--- src/rtl/core/iee_pkg.sv ---
// Shared types and constants for the infix expression evaluator.
// Depends on nothing; every other file of the block but iee_checker imports it.
`default_nettype none
package iee_pkg;

    localparam logic [7:0] C_STAR  = 8'h2A;
    localparam logic [7:0] C_SLASH = 8'h2F;
    localparam logic [7:0] C_PLUS  = 8'h2B;
    localparam logic [7:0] C_MINUS = 8'h2D;
    localparam logic [7:0] C_SPACE = 8'h20;
    localparam logic [7:0] C_ZERO  = 8'h30;
    localparam logic [7:0] C_NINE  = 8'h39;

    localparam logic [1:0] ST_OK      = 2'd0;
    localparam logic [1:0] ST_DIV0    = 2'd1;
    localparam logic [1:0] ST_BADCHAR = 2'd2;
    localparam logic [1:0] ST_OVF     = 2'd3;

    localparam logic [1:0] OP_NONE = 2'd0;
    localparam logic [1:0] OP_MUL  = 2'd1;
    localparam logic [1:0] OP_DIV  = 2'd2;

    // Command that the front end hands to the back end.
    typedef enum logic [1:0] {
        CMD_PROD = 2'd0,  // close operand, then set product operator
        CMD_SUM  = 2'd1,  // close operand and term, then set sign
        CMD_END  = 2'd2   // close operand and term, then give the result
    } t_cmd;

    typedef struct packed {
        t_cmd        cmd;
        logic [31:0] operand;
        logic        operand_ovf;  // operand saturated while it was built
        logic        bad_char;     // a bad character came before or with this command
        logic        bad_first;    // bad character came before operand overflow
        logic        sel;          // '/' for CMD_PROD, '-' for CMD_SUM
        logic        trail_prod;   // CMD_END from a last '*' or '/'
    } t_cmd_beat;

endpackage
`default_nettype wire

--- src/rtl/core/iee_if.sv ---
// Valid/ready channel interfaces of the infix expression evaluator.
// Depends on iee_pkg for the internal command beat.
`default_nettype none
interface iee_char_if;
    logic       valid;
    logic       ready;
    logic [7:0] char_code;
    logic       last;
    modport source (output valid, char_code, last, input ready);
    modport sink   (input valid, char_code, last, output ready);
endinterface

interface iee_result_if;
    logic              valid;
    logic              ready;
    logic signed [63:0] value;
    logic [1:0]        status;
    modport source (output valid, value, status, input ready);
    modport sink   (input valid, value, status, output ready);
endinterface

interface iee_cmd_if;
    import iee_pkg::*;
    logic      valid;
    logic      ready;
    t_cmd_beat beat;
    modport source (output valid, beat, input ready);
    modport sink   (input valid, beat, output ready);
endinterface
`default_nettype wire

--- src/rtl/core/iee_front.sv ---
// Front end: accepts characters, builds decimal operands, issues commands.
// Depends on iee_pkg and iee_if.
`default_nettype none
module iee_front
    import iee_pkg::*;
(
    input  wire          i_clk,
    input  wire          i_rst_n,
    iee_char_if.sink     char_in,
    iee_cmd_if.source    cmd_out
);
    logic [31:0] r_acc, n_acc;
    logic        r_ovf, n_ovf;
    logic        r_bad, n_bad;
    logic        r_bad_first, n_bad_first;

    logic [7:0]  c;
    logic        is_digit, is_prod, is_sum, is_space, need_cmd;
    logic [3:0]  d;
    logic [35:0] prod10;

    assign c        = char_in.char_code;
    assign is_digit = (c >= C_ZERO) && (c <= C_NINE);
    assign is_prod  = (c == C_STAR) || (c == C_SLASH);
    assign is_sum   = (c == C_PLUS) || (c == C_MINUS);
    assign is_space = (c == C_SPACE);
    assign need_cmd = is_prod || is_sum || char_in.last;
    assign d        = 4'(c - C_ZERO);
    assign prod10   = {4'd0, r_acc} * 36'd10 + {32'd0, d};

    // A character that needs a command waits for queue space.
    assign char_in.ready = !need_cmd || cmd_out.ready;
    assign cmd_out.valid = char_in.valid && need_cmd;

    // Command beat. A last '*' or '/' closes the operand as usual and marks
    // the trailing product, which the back end closes with an empty operand.
    always_comb begin
        cmd_out.beat.operand     = r_acc;
        cmd_out.beat.operand_ovf = r_ovf;
        cmd_out.beat.bad_char    = r_bad || (!is_digit && !is_prod && !is_sum
                                              && !is_space);
        cmd_out.beat.bad_first   = r_bad ? r_bad_first : 1'b0;
        cmd_out.beat.sel         = (c == C_SLASH) || (c == C_MINUS);
        cmd_out.beat.trail_prod  = char_in.last && is_prod;
        if (char_in.last) begin
            cmd_out.beat.cmd = CMD_END;
        end else if (is_prod) begin
            cmd_out.beat.cmd = CMD_PROD;
        end else begin
            cmd_out.beat.cmd = CMD_SUM;
        end
        // A digit that is also last joins the operand first.
        if (is_digit) begin
            cmd_out.beat.operand     = n_acc;
            cmd_out.beat.operand_ovf = n_ovf;
            cmd_out.beat.bad_first   = r_bad_first;
        end
        if (!r_bad && cmd_out.beat.bad_char) begin
            cmd_out.beat.bad_first = !r_ovf;
        end
    end

    // Operand and pending flags for the next character.
    always_comb begin
        n_acc       = r_acc;
        n_ovf       = r_ovf;
        n_bad       = r_bad;
        n_bad_first = r_bad_first;
        if (is_digit) begin
            if (prod10[35:32] != 4'd0) begin
                n_acc = 32'hFFFF_FFFF;
                n_ovf = 1'b1;
            end else begin
                n_acc = prod10[31:0];
            end
        end else if (!is_prod && !is_sum && !is_space && !r_bad) begin
            n_bad       = 1'b1;
            n_bad_first = !r_ovf;
        end
    end

    always_ff @(posedge i_clk) begin
        if (!i_rst_n) begin
            r_acc <= '0;
            r_ovf <= 1'b0;
            r_bad <= 1'b0;
            r_bad_first <= 1'b0;
        end else if (char_in.valid && char_in.ready) begin
            if (need_cmd) begin
                r_acc <= '0;
                r_ovf <= 1'b0;
                r_bad <= 1'b0;
                r_bad_first <= 1'b0;
            end else begin
                r_acc <= n_acc;
                r_ovf <= n_ovf;
                r_bad <= n_bad;
                r_bad_first <= n_bad_first;
            end
        end
    end
endmodule
`default_nettype wire

--- src/rtl/core/iee_fifo.sv ---
// Short command queue between front end and back end.
// Depends on iee_pkg and iee_if.
`default_nettype none
module iee_fifo
    import iee_pkg::*;
#(
    parameter int DEPTH = 4
) (
    input  wire         i_clk,
    input  wire         i_rst_n,
    iee_cmd_if.sink     wr,
    iee_cmd_if.source   rd
);
    localparam int AW = (DEPTH > 1) ? $clog2(DEPTH) : 1;

    t_cmd_beat         r_mem [DEPTH];
    logic [AW-1:0]     r_wp, r_rp;
    logic [AW:0]       r_cnt;
    logic              do_wr, do_rd;

    assign wr.ready = (r_cnt != (AW+1)'(DEPTH));
    assign rd.valid = (r_cnt != '0);
    assign rd.beat  = r_mem[r_rp];
    assign do_wr    = wr.valid && wr.ready;
    assign do_rd    = rd.valid && rd.ready;

    // Storage beats.
    always_ff @(posedge i_clk) begin
        if (do_wr) begin
            r_mem[r_wp] <= wr.beat;
        end
    end

    // Pointers and fill count.
    always_ff @(posedge i_clk) begin
        if (!i_rst_n) begin
            r_wp  <= '0;
            r_rp  <= '0;
            r_cnt <= '0;
        end else begin
            if (do_wr) begin
                r_wp <= (r_wp == AW'(DEPTH-1)) ? '0 : r_wp + 1'b1;
            end
            if (do_rd) begin
                r_rp <= (r_rp == AW'(DEPTH-1)) ? '0 : r_rp + 1'b1;
            end
            r_cnt <= r_cnt + (AW+1)'(do_wr) - (AW+1)'(do_rd);
        end
    end
endmodule
`default_nettype wire

--- src/rtl/core/iee_back.sv ---
// Back end: carries out commands with a bit-serial multiply/divide unit.
// Depends on iee_pkg and iee_if.
`default_nettype none
module iee_back
    import iee_pkg::*;
#(
    parameter int FRAC_BITS   = 16,
    parameter int VALUE_WIDTH = 64
) (
    input  wire          i_clk,
    input  wire          i_rst_n,
    iee_cmd_if.sink      cmd_in,
    iee_result_if.source res_out
);
    localparam int W  = VALUE_WIDTH;
    localparam int CW = $clog2(W + 1);
    localparam logic signed [W-1:0] VMAX = {1'b0, {(W-1){1'b1}}};
    localparam logic signed [W-1:0] VMIN = {1'b1, {(W-1){1'b0}}};

    typedef enum logic [4:0] {
        S_IDLE  = 5'b00001,
        S_MUL   = 5'b00010,
        S_DIV   = 5'b00100,
        S_APPLY = 5'b01000,
        S_OUT   = 5'b10000
    } t_state;

    t_state             r_state;
    logic signed [W-1:0] r_sum, r_term;
    logic [1:0]         r_pop;
    logic               r_sign;
    logic [1:0]         r_err;
    t_cmd_beat          r_cmd;
    // Shared serial unit: magnitude, operand, partial result, remainder.
    logic [W-1:0]       r_mag, r_acc, r_rem;
    logic [31:0]        r_k;
    logic               r_neg, r_movf;
    logic [CW-1:0]      r_cnt;
    logic               r_out_v;
    logic signed [63:0] r_out_val;
    logic [1:0]         r_out_st;

    logic [W-1:0]       limit, mag_in;
    logic [W:0]         acc_add, rem_sh, rem_sub;
    logic [W-1:0]       term_mag_done;
    logic signed [W-1:0] term_res, sum_res;
    logic [1:0]         err_res;
    logic [W+32:0]      fix;
    logic signed [W:0]  sum_wide;

    function automatic logic [1:0] flag(input logic [1:0] cur, input logic [1:0] code);
        flag = (cur == ST_OK) ? code : cur;
    endfunction

    // The result register parts the back end from the result channel.
    assign cmd_in.ready  = (r_state == S_IDLE);
    assign res_out.valid = r_out_v;
    assign res_out.value = r_out_val;
    assign res_out.status = r_out_st;

    assign mag_in  = r_term[W-1] ? W'(-r_term) : W'(r_term);
    assign limit   = r_neg ? W'(VMIN) : W'(VMAX);
    assign acc_add = {1'b0, r_acc} + {1'b0, r_mag};
    assign rem_sh  = {r_rem, r_mag[W-1]};
    assign rem_sub = rem_sh - {(W+1-32)'(0), r_k};
    assign fix     = (W+33)'(r_cmd.operand) << FRAC_BITS;
    assign term_mag_done = r_acc;

    // Closing the term into the sum, and errors in order of occurrence.
    always_comb begin
        term_res = r_term;
        err_res  = r_err;
        if (r_cmd.bad_char && r_cmd.bad_first) err_res = flag(err_res, ST_BADCHAR);
        if (r_cmd.operand_ovf) err_res = flag(err_res, ST_OVF);
        if (r_cmd.bad_char && !r_cmd.bad_first) err_res = flag(err_res, ST_BADCHAR);
        unique case (r_pop)
            OP_MUL: begin
                if (r_movf) begin
                    err_res  = flag(err_res, ST_OVF);
                    term_res = r_neg ? VMIN : VMAX;
                end else begin
                    term_res = r_neg ? -$signed(term_mag_done) : $signed(term_mag_done);
                end
            end
            OP_DIV: begin
                if (r_cmd.operand == 32'd0) begin
                    err_res  = flag(err_res, ST_DIV0);
                    term_res = '0;
                end else begin
                    term_res = r_neg ? -$signed(term_mag_done) : $signed(term_mag_done);
                end
            end
            default: begin
                if (fix > (W+33)'(VMAX)) begin
                    err_res  = flag(err_res, ST_OVF);
                    term_res = VMAX;
                end else begin
                    term_res = W'(fix);
                end
            end
        endcase
        sum_wide = r_sign ? ({r_sum[W-1], r_sum} - {term_res[W-1], term_res})
                          : ({r_sum[W-1], r_sum} + {term_res[W-1], term_res});
        if (sum_wide[W] != sum_wide[W-1]) begin
            sum_res = sum_wide[W] ? VMIN : VMAX;
        end else begin
            sum_res = sum_wide[W-1:0];
        end
    end

    always_ff @(posedge i_clk) begin
        if (!i_rst_n) begin
            r_state <= S_IDLE;
            r_sum   <= '0;
            r_term  <= '0;
            r_pop   <= OP_NONE;
            r_sign  <= 1'b0;
            r_err   <= ST_OK;
            r_out_v <= 1'b0;
        end else begin
            if (res_out.valid && res_out.ready) begin
                r_out_v <= 1'b0;
            end
            unique case (r_state)
                S_IDLE: begin
                    if (cmd_in.valid && cmd_in.ready) begin
                        r_cmd  <= cmd_in.beat;
                        r_mag  <= mag_in;
                        r_neg  <= r_term[W-1];
                        r_k    <= cmd_in.beat.operand;
                        r_acc  <= '0;
                        r_rem  <= '0;
                        r_movf <= 1'b0;
                        r_cnt  <= '0;
                        if (r_pop == OP_MUL) begin
                            r_state <= S_MUL;
                        end else if (r_pop == OP_DIV && cmd_in.beat.operand != 0) begin
                            r_state <= S_DIV;
                        end else begin
                            r_state <= S_APPLY;
                        end
                    end
                end
                // Shift-add multiply, one multiplier bit a cycle.
                S_MUL: begin
                    if (r_k[0]) begin
                        if (acc_add > {1'b0, limit}) r_movf <= 1'b1;
                        r_acc <= acc_add[W-1:0];
                    end
                    if (r_k[31:1] != 31'd0 && r_mag[W-1]) r_movf <= 1'b1;
                    r_mag <= r_mag << 1;
                    r_k   <= r_k >> 1;
                    r_cnt <= r_cnt + 1'b1;
                    if (r_cnt == CW'(31)) r_state <= S_APPLY;
                end
                // Restoring divide, one quotient bit a cycle.
                S_DIV: begin
                    if (!rem_sub[W]) begin
                        r_rem <= rem_sub[W-1:0];
                    end else begin
                        r_rem <= rem_sh[W-1:0];
                    end
                    r_acc <= {r_acc[W-2:0], !rem_sub[W]};
                    r_mag <= r_mag << 1;
                    r_cnt <= r_cnt + 1'b1;
                    if (r_cnt == CW'(W-1)) r_state <= S_APPLY;
                end
                S_APPLY: begin
                    if (r_cmd.cmd == CMD_PROD) begin
                        r_term  <= term_res;
                        r_err   <= err_res;
                        r_pop   <= r_cmd.sel ? OP_DIV : OP_MUL;
                        r_state <= S_IDLE;
                    end else begin
                        // A trailing product meets an empty operand: the term
                        // becomes zero, and a trailing divide flags it.
                        if (r_cmd.trail_prod) begin
                            r_err <= flag(err_res, r_cmd.sel ? ST_DIV0 : ST_OK);
                        end else begin
                            r_err <= flag(err_res, (sum_wide[W] != sum_wide[W-1])
                                          ? ST_OVF : ST_OK);
                            r_sum <= sum_res;
                        end
                        r_term  <= '0;
                        r_pop   <= OP_NONE;
                        r_sign  <= r_cmd.sel;
                        r_state <= (r_cmd.cmd == CMD_END) ? S_OUT : S_IDLE;
                    end
                end
                S_OUT: begin
                    if (!r_out_v) begin
                        r_out_v   <= 1'b1;
                        r_out_val <= 64'(r_sum);
                        r_out_st  <= r_err;
                        r_sum  <= '0;
                        r_sign <= 1'b0;
                        r_err  <= ST_OK;
                        r_state <= S_IDLE;
                    end
                end
                default: r_state <= S_IDLE;
            endcase
        end
    end
endmodule
`default_nettype wire

--- src/rtl/core/infix_expression_evaluator_top.sv ---
// One character beat is taken per cycle; an operator or the last character
// also needs a free slot in the four-entry command queue.
// The back end takes one command at a time; closing a multiply steps through
// the 32 operand bits and closing a divide through VALUE_WIDTH quotient bits.
// The last character's command passes the queue, S_IDLE, any S_MUL or S_DIV
// steps, S_APPLY and S_OUT, which waits while an earlier result is unread.
// Synchronous active-low reset clears the control state, empties the queue and drops the result valid.
`default_nettype none
module infix_expression_evaluator_top
    import iee_pkg::*;
#(
    parameter int FRAC_BITS   = 16,
    parameter int VALUE_WIDTH = 64
) (
    input  wire          i_clk,
    input  wire          i_rst_n,
    iee_char_if.sink     i_char,
    iee_result_if.source o_result
);
    iee_cmd_if cmd_q ();
    iee_cmd_if cmd_b ();

    iee_front u_front (.i_clk, .i_rst_n, .char_in(i_char), .cmd_out(cmd_q));
    iee_fifo #(.DEPTH(4)) u_fifo (.i_clk, .i_rst_n, .wr(cmd_q), .rd(cmd_b));
    iee_back #(.FRAC_BITS(FRAC_BITS), .VALUE_WIDTH(VALUE_WIDTH)) u_back (
        .i_clk, .i_rst_n, .cmd_in(cmd_b), .res_out(o_result));
endmodule
`default_nettype wire

--- src/flat_wrapper.sv ---
// flat-port wrapper written by rule: the top's interface ports become plain ports
module infix_expression_evaluator_top_flat import iee_pkg::*;
#(
    parameter int FRAC_BITS   = 16,
    parameter int VALUE_WIDTH = 64
)
  (i_clk, i_rst_n, i_char_valid, i_char_char_code, i_char_last, i_char_ready, o_result_valid, o_result_value, o_result_status, o_result_ready);
  iee_char_if i_char_i ();
  iee_result_if o_result_i ();
  input  wire i_clk;
  input  wire i_rst_n;
  input wire logic [$bits(i_char_i.valid)-1:0] i_char_valid;
  input wire logic [$bits(i_char_i.char_code)-1:0] i_char_char_code;
  input wire logic [$bits(i_char_i.last)-1:0] i_char_last;
  output wire logic [$bits(i_char_i.ready)-1:0] i_char_ready;
  output wire logic [$bits(o_result_i.valid)-1:0] o_result_valid;
  output wire logic [$bits(o_result_i.value)-1:0] o_result_value;
  output wire logic [$bits(o_result_i.status)-1:0] o_result_status;
  input wire logic [$bits(o_result_i.ready)-1:0] o_result_ready;
  assign i_char_i.valid = i_char_valid;
  assign i_char_i.char_code = i_char_char_code;
  assign i_char_i.last = i_char_last;
  assign i_char_ready = i_char_i.ready;
  assign o_result_valid = o_result_i.valid;
  assign o_result_value = o_result_i.value;
  assign o_result_status = o_result_i.status;
  assign o_result_i.ready = o_result_ready;
  infix_expression_evaluator_top #(.FRAC_BITS(FRAC_BITS), .VALUE_WIDTH(VALUE_WIDTH)) u_core (.i_clk(i_clk), .i_rst_n(i_rst_n), .i_char(i_char_i), .o_result(o_result_i));
endmodule
--- config.mk ---
export PLATFORM = sky130hd
export DESIGN_NAME = infix_expression_evaluator_top_flat
export DESIGN_NICKNAME = d
export VERILOG_FILES = /design/src/rtl/core/iee_pkg.sv /design/src/rtl/core/iee_if.sv /design/src/rtl/core/iee_front.sv /design/src/rtl/core/iee_fifo.sv /design/src/rtl/core/iee_back.sv /design/src/rtl/core/infix_expression_evaluator_top.sv /design/src/flat_wrapper.sv
export SDC_FILE = /design/constraint.sdc
export NUM_CORES = 2
export LEC_CHECK = 0
export BUFFER_PORTS_ARGS = -buffer_cell sky130_fd_sc_hd__buf_4
export CAP_MARGIN = 30
export CORE_MARGIN = 5
export CORE_UTILIZATION = 25
export CTS_CLUSTER_SIZE = 20
export DETAILED_ROUTE_END_ITERATION = 16
export PLACE_DENSITY = 0.43
export SLEW_MARGIN = 20
export SYNTH_ARGS = -nofsm -noshare
export SYNTH_HDL_FRONTEND = slang
export SYNTH_SLANG_ARGS = --single-unit
--- constraint.sdc ---
create_clock -name i_clk -period 9.8 [get_ports i_clk]
set_input_delay 1.96 -clock i_clk [delete_from_list [all_inputs] [get_ports i_clk]]
set_output_delay 1.96 -clock i_clk [all_outputs]
set_load 0.005 [all_outputs]
# == Word level (Yosys, flattened, before mapping) ==
# Memory sizes are Yosys's and may differ from the RTL's. A register that Yosys moved wholly into a read port is not among the register bits.
# Index checks and enable logic that the tools add are counted.
# word_totals
n_memories,1
input_bits,13
out_inout_bits,68
ff_bits,519
ramBits,156
elab_cells,235
# mem_list
name,depth,word_bits,read_ports,rd_ports_with_merged_regs,wr,line,text
u_core.u_fifo.r_mem,4,39,1,1,1,iee_fifo.sv:16,t_cmd_beat r_mem [DEPTH];
# classes
n_reduce_logical,64
eq_ne,29
n_mux,92
magnitude_cmp,4
mul,1
bitwise,1
addsub,13
# op_table
op,count
two-way mux 64 bit,15
case mux 64 bit (2 select lines),4
case mux 64 bit (3 select lines),1
adder 64 x 64 -> 65 bit,2
two-way mux 32 bit,4
negation 64 bit,2
> comparator 65 x 64 -> 1 bit,1
two-way mux 65 bit,1
subtractor 64 x 64 -> 65 bit,1
subtractor 65 x 32 -> 65 bit,1
case mux 32 bit (2 select lines),1
"> comparator 48 x 63 -> 1 bit, second input constant",1
two-way mux 63 bit,1
two-way mux 2 bit,24
"equality test 8 x 6 -> 1 bit, second input constant",5
adder 36 x 4 -> 36 bit,1
"multiplier 32 x 3 -> 35 bit, second input constant",1
two-way mux 33 bit,1
logical NOT 32 bit,1
nonzero test 32 bit,1
nonzero test 31 bit,1
two-way mux 5 bit,6
two-way mux 1 bit,25
case mux 5 bit (5 select lines),1
38 further kinds,102

# == Logic depth before layout (Yosys ltp) ==
# logic_depth
depth_word,18
ltp_mapped,35

# == Cells and area by module ==
# From an unflattened synthesis, not the netlist that was laid out.
# hier_totals
cells_unflattened,4762
area_unflattened_um2,45518.7
# by_module_without_submodules
mod,n_inst,area_each_um2,cells_per_inst
iee_back,1,34405.5,3837
iee_fifo,1,6100.9,255
iee_front,1,5012.3,670

# == Least setup slack after synthesis ==
# OpenSTA, ideal clock, no wires.
# synth_timing
kind,input to register
start,in i_rst_n
end,reg u_core.u_back.r_acc[0] (enable)
n_path_buf,0
path_slack_ns,0.747
arrival_ns,8.559
stages,3
t_required_ns,9.306
cell_sequence,nand2b_1 > a21oi_1 > nor2b_1
# synth_via
elab_chain_len,1
# synth_rtl
item,line,text
start: declaration,flat_wrapper.sv:11,input wire i_rst_n;
AND reduction 4 bit (no line),--,
end signal: assignment,iee_back.sv:148,r_acc <= acc_add[W-1:0];
end signal: assignment,iee_back.sv:163,"r_acc <= {r_acc[W-2:0], !rem_sub[W]};"
end: declaration,iee_back.sv:35,"logic [W-1:0] r_mag, r_acc, r_rem;"
# No other way between the ends.
# A chain may end at the register's enable or synchronous reset.

# == Worst setup path in the final report ==
# layout_timing
start,reg u_core.u_back.r_acc[6]
end,reg u_core.u_back.r_sum[56]
# layout_via
elab_chain_len,11
elab_cells_between_ends,14
# layout_rtl
item,line,text
negation 64 bit,"iee_back.sv:82, iee_back.sv:90",
two-way mux 64 bit *,"iee_back.sv:82, iee_back.sv:90",
"two-way mux 64 bit, on equally long branches","iee_back.sv:86, iee_back.sv:78",
case mux 64 bit (2 select lines) *,iee_back.sv:76,unique case (r_pop)
adder 64 x 64 -> 65 bit / subtractor 64 x 64 -> 65 bit (equally long branches),"iee_back.sv:103, iee_back.sv:102",
two-way mux 65 bit *,iee_back.sv:102,"sum_wide = r_sign ? ({r_sum[W-1], r_sum} - {term_res[W-1], term_res})"
two-way mux 64 bit / inequality test 1 bit (equally long branches),"iee_back.sv:105, iee_back.sv:104",
two-way mux 64 bit *,iee_back.sv:104,if (sum_wide[W] != sum_wide[W-1]) begin
two-way mux 64 bit *,iee_back.sv:177,if (r_cmd.trail_prod) begin
two-way mux 64 bit *,iee_back.sv:169,if (r_cmd.cmd == CMD_PROD) begin
case mux 64 bit (2 select lines) *,iee_back.sv:124,unique case (r_state)
end signal: assignment,iee_back.sv:182,r_sum <= sum_res;
end: declaration,iee_back.sv:29,"logic signed [W-1:0] r_sum, r_term;"
# Mark *: on every way between the ends. The rest lies on a longest branch, timed or not. The select of a mux whose other input is x is not followed.

==> impl_metrics.toml <==
[grt]
grt_pass1_vias = 35256
grt_pass1_wl_um = 222000
grtUsageTotal_pct = 15.21
grt_max_degree = 106
antenna_found_initial = 5
overflow = 0

[placed_design]
place.gp.congestion = 0.8765
dp_hpwl_um = 109500
dp_cells = 6975
port_buffers = 80
dp_slack_ns = 1.083

[floorplanning]
die_x_um = 432.9
fp.coreArea_mm2 = 0.1782
num_rows = 155
start_util_pct = 25.09
die_h_um = 432.9
top_level_ports = 81
dieArea_mm2 = 0.1874

[timing]
tns_ns = 0
fin_crit_ns = 8.852
clock_skew_ns = 0.02501
rsz0062_at_grt = "no"
relSlewSlack_pct = 29.06
finalSetupViolations = 0
layout_setup_ws_ns = 0.9475
slew_violations = 0
hold_violations = 0
fmaxAchievable_mhz = 113.0
finalCritPeriodShare_pct = 90.33
max_slew.worst_pin.slew_ns = 1.055

[yosys]
synth_common_cells = "494 x edfxtp_1, 453 x nand2_1, 396 x nor2_1"
synth_edf_count = 494
synth_area_leaders = "edfxtp_1 33%, ha_1 8.4%, dfxtp_1 8.2%"
postSynthAreaPerCell_um2 = 9.483
synth_fp_nets = 5034
ys_ff_latch = 677
syn_inst = 4715
yosysWarnings = 0
synth_area_mm2 = 0.04471
synth_ff_type = "edfxtp_1"
synth_cell_types = 101
yosysMostFrequentCell = "edfxtp_1"
synth-async-reset-ratio_pct = 0
yosysTopAreaCellShare_pct = 33.18
yosysTopAreaCell = "edfxtp_1"
ys_seq_area_share_pct = 41.37

[worst_setup_path]
path_buf_inv = 2
end_kind = "flip-flop"
worstReg2RegEnd = "u_core.u_back.r_sum[56]$_SDFFE_PN0P_"
path_depth = 26
slowest_stage = "or4_1"
cp.required_ns = 10.39
critPathTopFamily = "simple AND/OR/NAND/NOR gates"
cp_slowest_stage_delay_ns = 0.74
path_common_cell = "nor2b_1"
cp.arrival_ns = 9.45
r2r_slack_ns = 0.95
r2r_cells = 26
rr_startpoint = "u_core.u_back.r_acc[6]$_DFFE_PP_"
cp-start-kind = "flip-flop"
crit_type = "flip-flop to flip-flop"
path_max_fanout = 48

[pwr]
ir_drop_mv = 0.1420
power_density_mw_per_mm2 = 241.8
p_leak_uw = 0.01882

[route]
drt_wl_total_um = 147000
post_drt_via_cell_ratio = 5.136
ant_nets = 0
drc = 0
wl_per_cell_um = 20.63
vias = 36605
drt_iter0_drc = 2533
firstDrtPassIters = 6

[hold_path]
hold_end = "u_core.u_front.r_bad_first$_SDFFE_PN0P_"
hold_class = "flip-flop to flip-flop"
min_path_cells = 2
hp-start = "u_core.u_front.r_bad_first$_SDFFE_PN0P_"

[clock_tree]
cts.path.max_buffers = 3
post_cts_resized = 0
cts_sinks = 677
cts_buffers = 82
clk_latency_ns = 0.70
postCtsSetupBuffers = 0
cts_tree = "done"
cts_hold_buf = 0
clk_pin_slew_ns = 0.06
cts_max_level = 3
clockRootBuffer = "clkbuf_16"

[outcome]
status = "complete, no violations"

[final_layout]
syn_to_final_growth_pct = 13.36
final_layout_size_suffix_gt1_share_pct = 8.952
fin_nets = 5024
final_cells = 7127
fillers = 18726

[run]
max_cap_violations = 0
cells by family (layout without fill, tap and decap cells):
logic type | after synthesis | count (layout) | share of synthesized area [%]
AO/OA/AOI/OAI | 1411 | 1411 | 20.36
XOR/XNOR | 346 | 346 | 6.778
adder cells (fa/ha/maj) | 306 | 306 | 8.664
buffers and inverters | 361 | 416 | 3.201
flip-flops | 677 | 677 | 41.37
multiplexers | 64 | 64 | 2.544
other | 0 | 2 | 0
AND/OR/NAND/NOR | 1550 | 1550 | 17.08
how the worst max path moves through the flow:
stage,from,endpoint,slack (ns)
finish,u_core.u_back.r_acc[6]$_DFFE_PP_,u_core.u_back.r_sum[56]$_SDFFE_PN0P_,0.95
detailed placement,u_core.u_back.r_acc[6]$_DFFE_PP_,u_core.u_back.r_sum[43]$_SDFFE_PN0P_,1.08
floorplan,i_rst_n,u_core.u_back.r_acc[0]$_DFFE_PP_,0.75
global route,u_core.u_back.r_acc[6]$_DFFE_PP_,u_core.u_back.r_sum[55]$_SDFFE_PN0P_,0.23
global placement,u_core.u_back.r_acc[6]$_DFFE_PP_,u_core.u_back.r_sum[43]$_SDFFE_PN0P_,1.23
CTS,u_core.u_back.r_acc[6]$_DFFE_PP_,u_core.u_back.r_sum[43]$_SDFFE_PN0P_,1.02
registers in the layout, indices dropped and copies added, names as in the netlist, 32 cells and up, named ones only:
| register | flops |
|---|---|
| u_core.u_back.r_k | 32 |
| u_core.u_front.r_acc | 32 |
| u_core.u_back.r_sum | 64 |
| u_core.u_back.r_rem | 64 |
| u_core.u_fifo.r_mem | 156 |
| u_core.u_back.r_acc | 64 |
| u_core.u_back.res_out.value | 64 |
| u_core.u_back.r_term | 64 |
| u_core.u_back.fix | 32 |
| u_core.u_back.r_mag | 64 |
layer usage:
layer  routed length, µm  vias up  global-route usage, %
li1                    -    17694                      -
met1               65210    17944                  19.71
met2               72060      773                  26.47
met3                6032      194                  2.149
met4                3723        0                  4.115
met5                   0        -                      0
report_power, final:
part,switching [µW],internal [µW]
Clock,1340,1810
Combinational,3130,1870
Sequential,466,3630
area by class of cell:
| type | count | area [µm²] | area share, % |
|---|---|---|---|
| Antenna cell | 2 | 5.005 | 0.009875 |
| Sequential cell | 677 | 18500 | 36.51 |
| Clock inverter | 49 | 546.8 | 1.079 |
| Timing Repair Buffer | 146 | 1129 | 2.227 |
| Inverter | 121 | 456.7 | 0.9011 |
| Tap cell | 2355 | 2947 | 5.814 |
| Multi-Input combinational cell | 3677 | 24920 | 49.16 |
| Clock buffer | 100 | 2181 | 4.303 |
cell usage in the layout, fill, tap and decap left out, drive strengths merged, types with 31 or more instances in the layout:
cell type,instances
edfxtp,494
nand2,453
nor2,397
a21oi,381
o21ai,326
ha,300
dfxtp,183
xor2,178
xnor2,168
a21o,147
buf,146
inv,125
nand3,110
a31oi,108
clkbuf,100
nor3,96
nand4,70
a22o,61
or3,58
nor4,53
nand2b,51
nor2b,51
o31ai,45
and3,43
o211ai,40
mux4,39
a22oi,37
and2,37
or4,36
a211oi,33
o41ai,32
clkinv,31
per-stage QoR:
step | hold WS [ns] | power, µW | utilization, % | cell area (µm²)
final | 0.4639 | 12250 | 28.44 | 50680
after detailed placement | 0.4591 | 9149 | 26.89 | 47930
after CTS | 0.4679 | 12380 | 28.42 | 50660
after global routing | 0.4802 | 13070 | 28.44 | 50680
after floorplan | 0.4064 | 7553 | - | 44710
after global placement | 0.4517 | 9124 | 26.87 | 47890
tightest hold or removal path, delay by kind of cell (launching register included):
family,cells,cell delay (ns)
compound gates,1,0.05
simple gates,1,0.06
flops,1,0.31
(Power assumes the default switching activity.)
